File: src/rtl/core/het_pkg.sv
// Shared types and constants for the heading error pipeline.
// Q3.12 angle constants, datapath widths, CORDIC angle table.
// No dependencies.
package het_pkg;

	localparam int HW = 15;
	localparam int PW = 16;
	localparam int DW = PW + 1;
	localparam int PRE_SH = 8;
	localparam int CW = 28;
	localparam int ZW = 16;
	localparam int EW = 17;
	localparam int MAX_STAGES = 24;

	localparam logic signed [ZW-1:0] PI_Z = 16'sd12868;
	localparam logic signed [EW-1:0] PI_E = 17'sd12868;
	localparam logic signed [EW-1:0] TWO_PI_E = 17'sd25736;
	localparam logic signed [EW-1:0] THREE_PI_E = 17'sd38604;
	localparam logic signed [EW-1:0] FOUR_PI_E = 17'sd51472;

	typedef struct packed {
		logic signed [CW-1:0] x;
		logic signed [CW-1:0] y;
		logic signed [ZW-1:0] z;
		logic                 op;
		logic signed [HW-1:0] heading;
		logic                 zero;
	} cordic_t;

	// round(atan(2^-i) * 4096)
	function automatic logic signed [ZW-1:0] atan_q12(input int unsigned idx);
		case (idx)
			0: return 16'sd3217;
			1: return 16'sd1899;
			2: return 16'sd1003;
			3: return 16'sd509;
			4: return 16'sd256;
			5: return 16'sd128;
			6: return 16'sd64;
			7: return 16'sd32;
			8: return 16'sd16;
			9: return 16'sd8;
			10: return 16'sd4;
			11: return 16'sd2;
			12: return 16'sd1;
			default: return 16'sd0;
		endcase
	endfunction

endpackage

File: src/rtl/core/het_prep.sv
// Front stage: position deltas, half-plane fold and CORDIC seed.
// Uses het_pkg.
module het_prep (
	input  logic                               clk,
	input  logic                               arst_n,
	input  logic                               in_valid,
	input  logic                               op,
	input  logic signed [het_pkg::HW-1:0]      heading,
	input  logic signed [het_pkg::PW-1:0]      cur_x,
	input  logic signed [het_pkg::PW-1:0]      cur_y,
	input  logic signed [het_pkg::PW-1:0]      target_x,
	input  logic signed [het_pkg::PW-1:0]      target_y,
	output logic                               out_valid,
	output het_pkg::cordic_t                   out_data
);

	localparam int DW = het_pkg::DW;
	localparam int CW = het_pkg::CW;
	localparam int SH = het_pkg::PRE_SH;

	logic signed [DW-1:0] dx;
	logic signed [DW-1:0] dy;
	logic signed [DW-1:0] dxa;
	logic signed [DW-1:0] dya;
	logic                 neg;
	het_pkg::cordic_t     seed;
	logic                 valid_s1;
	het_pkg::cordic_t     data_s1;

	always_comb begin
		dx = DW'(target_x) - DW'(cur_x);
		dy = DW'(target_y) - DW'(cur_y);
		neg = dx[DW-1];
		dxa = neg ? -dx : dx;
		dya = neg ? -dy : dy;
		seed.x = {{(CW-DW-SH){dxa[DW-1]}}, dxa, {SH{1'b0}}};
		seed.y = {{(CW-DW-SH){dya[DW-1]}}, dya, {SH{1'b0}}};
		if (!neg) begin
			seed.z = '0;
		end else if (dy[DW-1]) begin
			seed.z = -het_pkg::PI_Z;
		end else begin
			seed.z = het_pkg::PI_Z;
		end
		seed.op = op;
		seed.heading = heading;
		seed.zero = (dx == '0) && (dy == '0);
	end

	always_ff @(posedge clk or negedge arst_n) begin
		if (!arst_n) begin
			valid_s1 <= 1'b0;
		end else begin
			valid_s1 <= in_valid;
		end
	end

	always_ff @(posedge clk) begin
		data_s1 <= seed;
	end

	assign out_valid = valid_s1;
	assign out_data  = data_s1;

endmodule

File: src/rtl/core/het_cordic_stage.sv
// One registered CORDIC vectoring iteration.
// Uses het_pkg (cordic_t, atan_q12).
module het_cordic_stage #(
	parameter int STAGE = 0
) (
	input  logic             clk,
	input  logic             arst_n,
	input  logic             in_valid,
	input  het_pkg::cordic_t in_data,
	output logic             out_valid,
	output het_pkg::cordic_t out_data
);

	localparam logic signed [het_pkg::ZW-1:0] ANG = het_pkg::atan_q12(STAGE);

	logic signed [het_pkg::CW-1:0] xs;
	logic signed [het_pkg::CW-1:0] ys;
	het_pkg::cordic_t              nxt;
	logic                          valid_s1;
	het_pkg::cordic_t              data_s1;

	always_comb begin
		xs = in_data.x >>> STAGE;
		ys = in_data.y >>> STAGE;
		nxt = in_data;
		if (in_data.y > 0) begin
			nxt.x = in_data.x + ys;
			nxt.y = in_data.y - xs;
			nxt.z = in_data.z + ANG;
		end else begin
			nxt.x = in_data.x - ys;
			nxt.y = in_data.y + xs;
			nxt.z = in_data.z - ANG;
		end
	end

	always_ff @(posedge clk or negedge arst_n) begin
		if (!arst_n) begin
			valid_s1 <= 1'b0;
		end else begin
			valid_s1 <= in_valid;
		end
	end

	always_ff @(posedge clk) begin
		data_s1 <= nxt;
	end

	assign out_valid = valid_s1;
	assign out_data  = data_s1;

endmodule

File: src/rtl/core/het_wrap.sv
// Back end: bearing minus heading (plus pi in reverse), then wrap to (-pi, pi].
// Two register stages. Uses het_pkg.
module het_wrap (
	input  logic                          clk,
	input  logic                          arst_n,
	input  logic                          in_valid,
	input  het_pkg::cordic_t              in_data,
	output logic                          out_valid,
	output logic signed [het_pkg::HW-1:0] heading_error
);

	localparam int EW = het_pkg::EW;
	localparam int HW = het_pkg::HW;

	logic signed [het_pkg::ZW-1:0] bearing;
	logic signed [EW-1:0]          e_raw;
	logic signed [EW-1:0]          e_s1;
	logic                          valid_s1;
	logic signed [EW-1:0]          w;
	logic signed [HW-1:0]          err_s2;
	logic                          valid_s2;

	always_comb begin
		bearing = in_data.zero ? '0 : in_data.z;
		e_raw = EW'(bearing) - EW'(in_data.heading);
		if (in_data.op) begin
			e_raw = e_raw + het_pkg::PI_E;
		end
	end

	// sum stays within (-5pi, 5pi): at most two turns of correction
	always_comb begin
		if (e_s1 > het_pkg::THREE_PI_E) begin
			w = e_s1 - het_pkg::FOUR_PI_E;
		end else if (e_s1 > het_pkg::PI_E) begin
			w = e_s1 - het_pkg::TWO_PI_E;
		end else if (e_s1 <= -het_pkg::THREE_PI_E) begin
			w = e_s1 + het_pkg::FOUR_PI_E;
		end else if (e_s1 <= -het_pkg::PI_E) begin
			w = e_s1 + het_pkg::TWO_PI_E;
		end else begin
			w = e_s1;
		end
	end

	always_ff @(posedge clk or negedge arst_n) begin
		if (!arst_n) begin
			valid_s1 <= 1'b0;
			valid_s2 <= 1'b0;
		end else begin
			valid_s1 <= in_valid;
			valid_s2 <= valid_s1;
		end
	end

	always_ff @(posedge clk) begin
		e_s1   <= e_raw;
		err_s2 <= w[HW-1:0];
	end

	assign out_valid     = valid_s2;
	assign heading_error = err_s2;

endmodule

File: src/rtl/core/heading_error_to_target_unit.sv
// Heading error toward a target: atan2 by pipelined CORDIC, heading subtract
// and wrap. Top level; uses het_pkg, het_prep, het_cordic_stage, het_wrap.
//
// A request is taken in every cycle that start is high; busy is never raised.
// Each request yields one result, marked by done for one cycle, after it
// passes one seed stage, one stage per CORDIC iteration and two stages for
// subtract and wrap; results come out in request order. The latency grows
// with the length of the unrolled CORDIC chain.
// CORDIC_STAGES runs from 8 to 24; larger values act as 24.
module heading_error_to_target_unit #(
	parameter int CORDIC_STAGES = 16
) (
	input  logic                          clk,
	input  logic                          arst_n,
	input  logic                          start,
	output logic                          busy,
	input  logic                          op,
	input  logic signed [het_pkg::HW-1:0] heading,
	input  logic signed [het_pkg::PW-1:0] cur_x,
	input  logic signed [het_pkg::PW-1:0] cur_y,
	input  logic signed [het_pkg::PW-1:0] target_x,
	input  logic signed [het_pkg::PW-1:0] target_y,
	output logic                          done,
	output logic signed [het_pkg::HW-1:0] heading_error
);

	localparam int N = (CORDIC_STAGES > het_pkg::MAX_STAGES) ?
		het_pkg::MAX_STAGES : CORDIC_STAGES;
	localparam int LAT = N + 3;

	logic             pipe_valid [0:N];
	het_pkg::cordic_t pipe_data  [0:N];

	assign busy = 1'b0;

	het_prep u_prep (
		.clk       (clk),
		.arst_n    (arst_n),
		.in_valid  (start),
		.op        (op),
		.heading   (heading),
		.cur_x     (cur_x),
		.cur_y     (cur_y),
		.target_x  (target_x),
		.target_y  (target_y),
		.out_valid (pipe_valid[0]),
		.out_data  (pipe_data[0])
	);

	for (genvar i = 0; i < N; i++) begin : g_cordic
		het_cordic_stage #(
			.STAGE (i)
		) u_stage (
			.clk       (clk),
			.arst_n    (arst_n),
			.in_valid  (pipe_valid[i]),
			.in_data   (pipe_data[i]),
			.out_valid (pipe_valid[i+1]),
			.out_data  (pipe_data[i+1])
		);
	end

	het_wrap u_wrap (
		.clk           (clk),
		.arst_n        (arst_n),
		.in_valid      (pipe_valid[N]),
		.in_data       (pipe_data[N]),
		.out_valid     (done),
		.heading_error (heading_error)
	);

`ifndef SYNTHESIS
	a_err_range: assert property (@(posedge clk) disable iff (!arst_n)
		done |-> (heading_error > -het_pkg::PI_Z) && (heading_error <= het_pkg::PI_Z))
		else $error("heading_error outside (-pi, pi]");

	a_latency: assert property (@(posedge clk) disable iff (!arst_n)
		start |-> ##LAT done)
		else $error("request did not complete after fixed latency");

	a_no_spurious: assert property (@(posedge clk) disable iff (!arst_n)
		done |-> $past(start, LAT))
		else $error("done without matching request");
`endif

endmodule
File: config.mk
export PLATFORM = sky130hd
export DESIGN_NAME = heading_error_to_target_unit
export DESIGN_NICKNAME = d
export VERILOG_FILES = /design/src/rtl/core/het_pkg.sv /design/src/rtl/core/het_prep.sv /design/src/rtl/core/het_cordic_stage.sv /design/src/rtl/core/het_wrap.sv /design/src/rtl/core/heading_error_to_target_unit.sv
export SDC_FILE = /design/constraint.sdc
export NUM_CORES = 2
export LEC_CHECK = 0
export BUFFER_PORTS_ARGS = -buffer_cell sky130_fd_sc_hd__buf_2
export CORE_ASPECT_RATIO = 0.75
export CORE_MARGIN = 1
export CORE_UTILIZATION = 42
export DETAILED_ROUTE_END_ITERATION = 12
export PLACE_DENSITY = 0.6
export SLEW_MARGIN = 20
export SYNTH_ARGS = -nofsm -noshare
export SYNTH_HDL_FRONTEND = slang
export SYNTH_SLANG_ARGS = --single-unit
File: constraint.sdc
create_clock -name clk -period 5.1 [get_ports clk]
set_input_delay 1.02 -clock clk [delete_from_list [all_inputs] [get_ports clk]]
set_output_delay 1.02 -clock clk [all_outputs]
set_load 0.02 [all_outputs]
Word level (Yosys, flattened, before mapping)
Cells that the tools add are included.

Flip-flop bits (word level): 1430. Bits of input ports: 83. Output and inout port bits: 17. Logic and storage cells: 260.

Add/sub/neg operators: 95. Order comparisons: 19. Muxes and demuxes: 24. Reduce and logical (&&, ||, !) cells: 3.

Operator list (number): $mux 72 (15); $gt 28x1->1 const B (14); $mux 15 (4); $add 28x14->28 (2); $add 28x15->28 (2); $add 28x16->28 (2); $add 28x17->28 (2); $add 28x18->28 (2); $add 28x19->28 (2); $add 28x20->28 (2); $add 28x21->28 (2); $add 28x22->28 (2); $add 28x23->28 (2); $add 28x24->28 (2); $add 28x25->28 (2); $add 28x26->28 (2); $add 28x27->28 (2); $sub 28x14->28 (2); $sub 28x15->28 (2); $sub 28x16->28 (2); $sub 28x17->28 (2); $sub 28x18->28 (2); $sub 28x19->28 (2); $sub 28x20->28 (2); other kinds (50) (66).

Longest topological paths before layout
Depth in word-level cells: 5. Depth in mapped cells: 25. Mapped depth without buffers: 22.

Hierarchy
Synthesis repeated with hierarchy kept, for this count alone.

Cells, all modules: 11809. Area, all modules: 102816.1 µm².

By module, submodules not included: het_cordic_stage (g_cordic[0].u_stage) (instances 1, cells an instance 850, area each 6870.3 µm², seq. area each 1786.7 µm²); het_cordic_stage (g_cordic[1].u_stage) (instances 1, cells an instance 754, area each 6457.4 µm², seq. area each 1806.7 µm²); het_cordic_stage (g_cordic[3].u_stage) (instances 1, cells an instance 730, area each 6344.8 µm², seq. area each 1806.7 µm²); het_cordic_stage (g_cordic[2].u_stage) (instances 1, cells an instance 702, area each 6203.4 µm², seq. area each 1806.7 µm²); het_cordic_stage (g_cordic[12].u_stage) (instances 1, cells an instance 701, area each 6155.9 µm², seq. area each 1806.7 µm²); het_cordic_stage (g_cordic[5].u_stage) (instances 1, cells an instance 697, area each 6095.8 µm², seq. area each 1806.7 µm²); het_cordic_stage (g_cordic[7].u_stage) (instances 1, cells an instance 681, area each 6074.6 µm², seq. area each 1806.7 µm²); het_cordic_stage (g_cordic[11].u_stage) (instances 1, cells an instance 688, area each 6035.8 µm², seq. area each 1806.7 µm²); het_cordic_stage (g_cordic[8].u_stage) (instances 1, cells an instance 688, area each 5939.4 µm², seq. area each 1806.7 µm²); het_cordic_stage (g_cordic[6].u_stage) (instances 1, cells an instance 684, area each 5878.1 µm², seq. area each 1806.7 µm²); het_cordic_stage (g_cordic[10].u_stage) (instances 1, cells an instance 650, area each 5808.1 µm², seq. area each 1806.7 µm²); het_cordic_stage (g_cordic[4].u_stage) (instances 1, cells an instance 648, area each 5734.2 µm², seq. area each 1806.7 µm²); het_cordic_stage (g_cordic[9].u_stage) (instances 1, cells an instance 642, area each 5733.0 µm², seq. area each 1806.7 µm²); het_cordic_stage (g_cordic[15].u_stage) (instances 1, cells an instance 608, area each 5467.7 µm², seq. area each 1806.7 µm²); +5 rows.

Worst setup path before layout
No wires, ideal clock.

Kind: reg-to-reg. Start point: register g_cordic[7].u_stage.data_s1, in the netlist g_cordic[7].u_stage.out_data[41]. End point: register g_cordic[8].u_stage.data_s1, in the netlist g_cordic[8].u_stage.out_data[59]. Library setup time: 0.123 ns. Arrival time: 4.932 ns. Required time: 4.977 ns. Path slack: 0.045 ns. Cell stages (with the launch flop): 25. Period minus slack after synthesis: 5.055 ns. Cells stage by stage: dfxtp_1 inv_1 ha_1 nand2_1 or3_1 or2_2 nand2b_1 clkbuf_1 nor2_1 a31oi_1 inv_2 buf_2 nor2_1 xor2_1 ha_1 a211oi_1 o21ai_1 a21o_1 a221o_1 a31oi_1 a211o_1 nor2_1 a2111oi_1 a21oi_1 xor2_1.

RTL lines: start: declaration (RTL line het_cordic_stage.sv:20) `het_pkg::cordic_t data_s1;`; start signal: assignment (RTL line het_cordic_stage.sv:46) `data_s1 <= nxt;`; end signal: assignment (RTL line het_cordic_stage.sv:46); end: declaration (RTL line het_cordic_stage.sv:20).

==> flow_metrics.env <==
export IMPL_ant_nets=0
export IMPL_setup_worst_path_start_class="flip-flop"
export IMPL_reg2regPathDepth=23
export IMPL_synth_cells_most_frequent="sky130_fd_sc_hd__dfxtp_1, sky130_fd_sc_hd__ha_1, sky130_fd_sc_hd__xnor2_1, sky130_fd_sc_hd__nor2_1, sky130_fd_sc_hd__a21oi_1"
export IMPL_synth_most_common_cell="sky130_fd_sc_hd__dfxtp_1"
export IMPL_placement_io_buffers=98
export IMPL_cap_viol_max_count=0
export IMPL_yosys_register_bits=1198
export IMPL_timing_slew_headroom=0.241
export IMPL_synth_enable_flop_cells=0
export IMPL_max_slew_worst_pin_slew_ps=1110
export IMPL_final_min_clock_period_ps=5010
export IMPL_postSynthCellCount=7864
export IMPL_synthesis_area_mm2=0.0699
export IMPL_drtPass1Iterations=6
export IMPL_initial_core_util=0.423
export IMPL_die_width_um=473
export IMPL_grt_max_degree=38
export IMPL_unrepaired_setup_endpoints_after_global_routing="yes"
export IMPL_cts_made_buffers=117
export IMPL_finalCoreUtilization=0.478
export IMPL_asyncSetResetFlopFracSynth=0.0159
export IMPL_floorplan_io_pins=100
export IMPL_finClkSkew_ps=94.8
export IMPL_p_r_area_growth_vs_syn_pct=12.8
export IMPL_drive_gt1_frac=0.0866
export IMPL_number_of_failing_hold_endpoints_at_the_final_stage=0
export IMPL_die_area_mm2=0.168
export IMPL_routed_via_density=5.44
export IMPL_clkTransAtPathRegs_ps=70
export IMPL_syn_avg_cell_area_um2=8.89
export IMPL_seq_area_frac_synth=0.344
export IMPL_cts_tree="yes"
export IMPL_coreArea_mm2=0.165
export IMPL_synth_ff_type="sky130_fd_sc_hd__dfxtp_1"
export IMPL_track_usage=0.220
export IMPL_timing_critical_path_fanout_max=4
export IMPL_place_gp_congestion=0.963
export IMPL_wl_per_cell_um=18.0
export IMPL_dr_total_vias=57159
export IMPL_finalNetCount=9093
export IMPL_grt_antenna_before_repair=2
export IMPL_tritoncts_num_sinks=1198
export IMPL_wp_data_arrival_ps=5640
export IMPL_grt_pass1_wl_um=297000
export IMPL_rows=129
export IMPL_highest_achievable_clock_rate_ghz=0.200
export IMPL_cts_root_buf="sky130_fd_sc_hd__clkbuf_16"
export IMPL_regToRegEndpoint="g_cordic[2].u_stage.out_data[60]$_DFF_P_"
export IMPL_cp_required_ps=5730
export IMPL_h_tree_level_count=3
export IMPL_yosys_top_cells_area="sky130_fd_sc_hd__dfxtp_1, sky130_fd_sc_hd__ha_1, sky130_fd_sc_hd__xnor2_1"
export IMPL_first_global_vias=53456
export IMPL_report_final_setup_viol=0
export IMPL_syn_nets=8778
export IMPL_globalRouteOverflowTotal=0
export IMPL_synth_cell_types=95
export IMPL_cts_root_to_sink_buffers=3
export IMPL_drcViolationCount=0
export IMPL_cts_hold_buffers_added=0
export IMPL_detail_route_iter0_violations=4583
export IMPL_worst_skew_pair_late_latency_ps=800
export IMPL_ff2ff_setup_slack_ps=90
export IMPL_worstSetupEndpointType="flip-flop"
export IMPL_synth_largest_area_cell="sky130_fd_sc_hd__dfxtp_1"
export IMPL_yosys_warnings=0
export IMPL_die_h_um=355
export IMPL_n_antenna_cell=0
export IMPL_timing_rr_start="g_cordic[1].u_stage.out_data[45]$_DFF_P_"
export IMPL_detailed_place_hpwl_um=153000
export IMPL_final_min_period_over_clock_period=0.981
export IMPL_outcome="complete, no violations"
export IMPL_synthDominantCellAreaShare=0.338
export IMPL_critical_path_class="reg -> reg"
export IMPL_wirelength_um=189000
export IMPL_min_delay_path_class="in -> async"
export IMPL_finalMaxSlewViolations=0
## layout by cell type (no fill, tap or decap), types with 34 or more instances in the layout
cell type / count
sky130_fd_sc_hd__dfxtp_1: 1178
sky130_fd_sc_hd__ha_1: 794
sky130_fd_sc_hd__xnor2_1: 731
sky130_fd_sc_hd__nor2_1: 667
sky130_fd_sc_hd__a21oi_1: 581
sky130_fd_sc_hd__nand2_1: 443
sky130_fd_sc_hd__inv_1: 440
sky130_fd_sc_hd__o21ai_0: 422
sky130_fd_sc_hd__xor2_1: 339
sky130_fd_sc_hd__nor3_1: 224
sky130_fd_sc_hd__buf_4: 222
sky130_fd_sc_hd__a21o_1: 208
sky130_fd_sc_hd__nand3_1: 153
sky130_fd_sc_hd__clkbuf_16: 118
sky130_fd_sc_hd__o21bai_1: 107
sky130_fd_sc_hd__o21a_1: 103
sky130_fd_sc_hd__nor2b_1: 101
sky130_fd_sc_hd__buf_2: 99
sky130_fd_sc_hd__o31ai_1: 95
sky130_fd_sc_hd__nand2b_1: 92
sky130_fd_sc_hd__nor4_1: 67
sky130_fd_sc_hd__or3_1: 63
sky130_fd_sc_hd__a31oi_1: 58
sky130_fd_sc_hd__a211oi_1: 50
sky130_fd_sc_hd__nand4_1: 49
sky130_fd_sc_hd__and3_1: 42
sky130_fd_sc_hd__o41ai_1: 41
sky130_fd_sc_hd__a21boi_0: 38
sky130_fd_sc_hd__and2_1: 37
sky130_fd_sc_hd__o211ai_1: 35
sky130_fd_sc_hd__or4_1: 34
sky130_fd_sc_hd__fa_1: 34
## sequential cells by signal, indices dropped and copies added (netlist names)
| register | count |
|---|---|
| u_wrap.e_s1 | 17 |
| u_prep.out_valid | 1 |
| u_prep.out_data | 54 |
| u_wrap.out_valid | 1 |
| g_cordic.u_stage.out_data | 1093 |
| u_wrap.valid_s1 | 1 |
| g_cordic.u_stage.out_valid | 16 |
| u_wrap.heading_error | 15 |
## layout make-up
class | instances | area [um2]
fill | 15702 | 86200
inverter | 447 | 1680
clock inverter | 62 | 721
timing repair buffer | 329 | 2260
multi-input combinational | 6086 | 44100
tap | 2227 | 2790
sequential | 1198 | 24100
clock buffer | 156 | 3280
## cell families (layout without fill, tap and decap cells)
logic type | count (synthesis) | count (layout) | synth area share
mux | 31 | 31 | 0.00469
other cells | 1 | 1 | 0.0000536
simple gates | 2097 | 2097 | 0.144
buf+inv | 580 | 994 | 0.0317
flops | 1198 | 1198 | 0.344
fa+ha+maj | 831 | 831 | 0.152
compound gates | 2055 | 2055 | 0.188
xor+xnor | 1071 | 1071 | 0.134
## per-stage QoR
step           setup WS [ps]  instance area [um2]  hold slack, ps  cells  setup TNS [ps]
6_report                94.8                78900             197  10505               0
5_1_grt                -42.4                78900             202  10505            -111
4_1_cts                 10.5                78400             161  10500               0
3_5_place_dp            -286                74400             312  10280            -655
3_3_place_gp            -233                74400             310  10280            -669
2_1_floorplan           45.0                69900             310   7864               0
## how the worst max path moves through the flow
stage,start,endpoint,cells past startpoint
final,g_cordic[1].u_stage.out_data[45]$_DFF_P_,g_cordic[2].u_stage.out_data[60]$_DFF_P_,23
after floorplan,g_cordic[7].u_stage.out_data[41]$_DFF_P_,g_cordic[8].u_stage.out_data[59]$_DFF_P_,24
after global placement,g_cordic[1].u_stage.out_data[45]$_DFF_P_,g_cordic[2].u_stage.out_data[60]$_DFF_P_,22
after detailed placement,g_cordic[1].u_stage.out_data[45]$_DFF_P_,g_cordic[2].u_stage.out_data[60]$_DFF_P_,22
after global routing,g_cordic[6].u_stage.out_data[55]$_DFF_P_,g_cordic[7].u_stage.out_data[59]$_DFF_P_,19
after CTS,g_cordic[9].u_stage.out_data[45]$_DFF_P_,g_cordic[10].u_stage.out_data[86]$_DFF_P_,20
## repair_timing
item | CTS | global route
setup buffers | 2 | 4
endpoints found under the setup margin | 14 | 91
resized for setup | 13 | 109
pin swaps | 4 | 18
cloned | 0 | 1
## critical path, stage by stage (launching register included)
cell,delay (ps)
sky130_fd_sc_hd__dfxtp_1,370
sky130_fd_sc_hd__or4_1,610
sky130_fd_sc_hd__nor4_4,230
sky130_fd_sc_hd__buf_4,190
sky130_fd_sc_hd__nand3_1,110
sky130_fd_sc_hd__inv_1,170
sky130_fd_sc_hd__nor2_2,50
sky130_fd_sc_hd__inv_1,190
sky130_fd_sc_hd__nor2_1,90
sky130_fd_sc_hd__xor2_1,140
sky130_fd_sc_hd__ha_1,180
sky130_fd_sc_hd__inv_1,50
sky130_fd_sc_hd__fa_1,380
sky130_fd_sc_hd__nor2b_1,120
sky130_fd_sc_hd__o21ai_0,130
sky130_fd_sc_hd__a21oi_2,220
sky130_fd_sc_hd__o22ai_2,160
sky130_fd_sc_hd__or3_1,430
sky130_fd_sc_hd__a41oi_2,220
sky130_fd_sc_hd__o41ai_2,120
sky130_fd_sc_hd__buf_4,170
sky130_fd_sc_hd__o2111ai_1,270
sky130_fd_sc_hd__a21oi_1,130
sky130_fd_sc_hd__xnor2_1,150
## layer usage
metal	GRT usage	share of wire
met5	0	0.000079
met4	0.0555	0.023
met3	0.0454	0.080
met2	0.311	0.39
met1	0.333	0.51
Power is left out: the tool's default activity adds up to more than one toggle a clock period on the data nets, which glitch-free logic cannot reach.
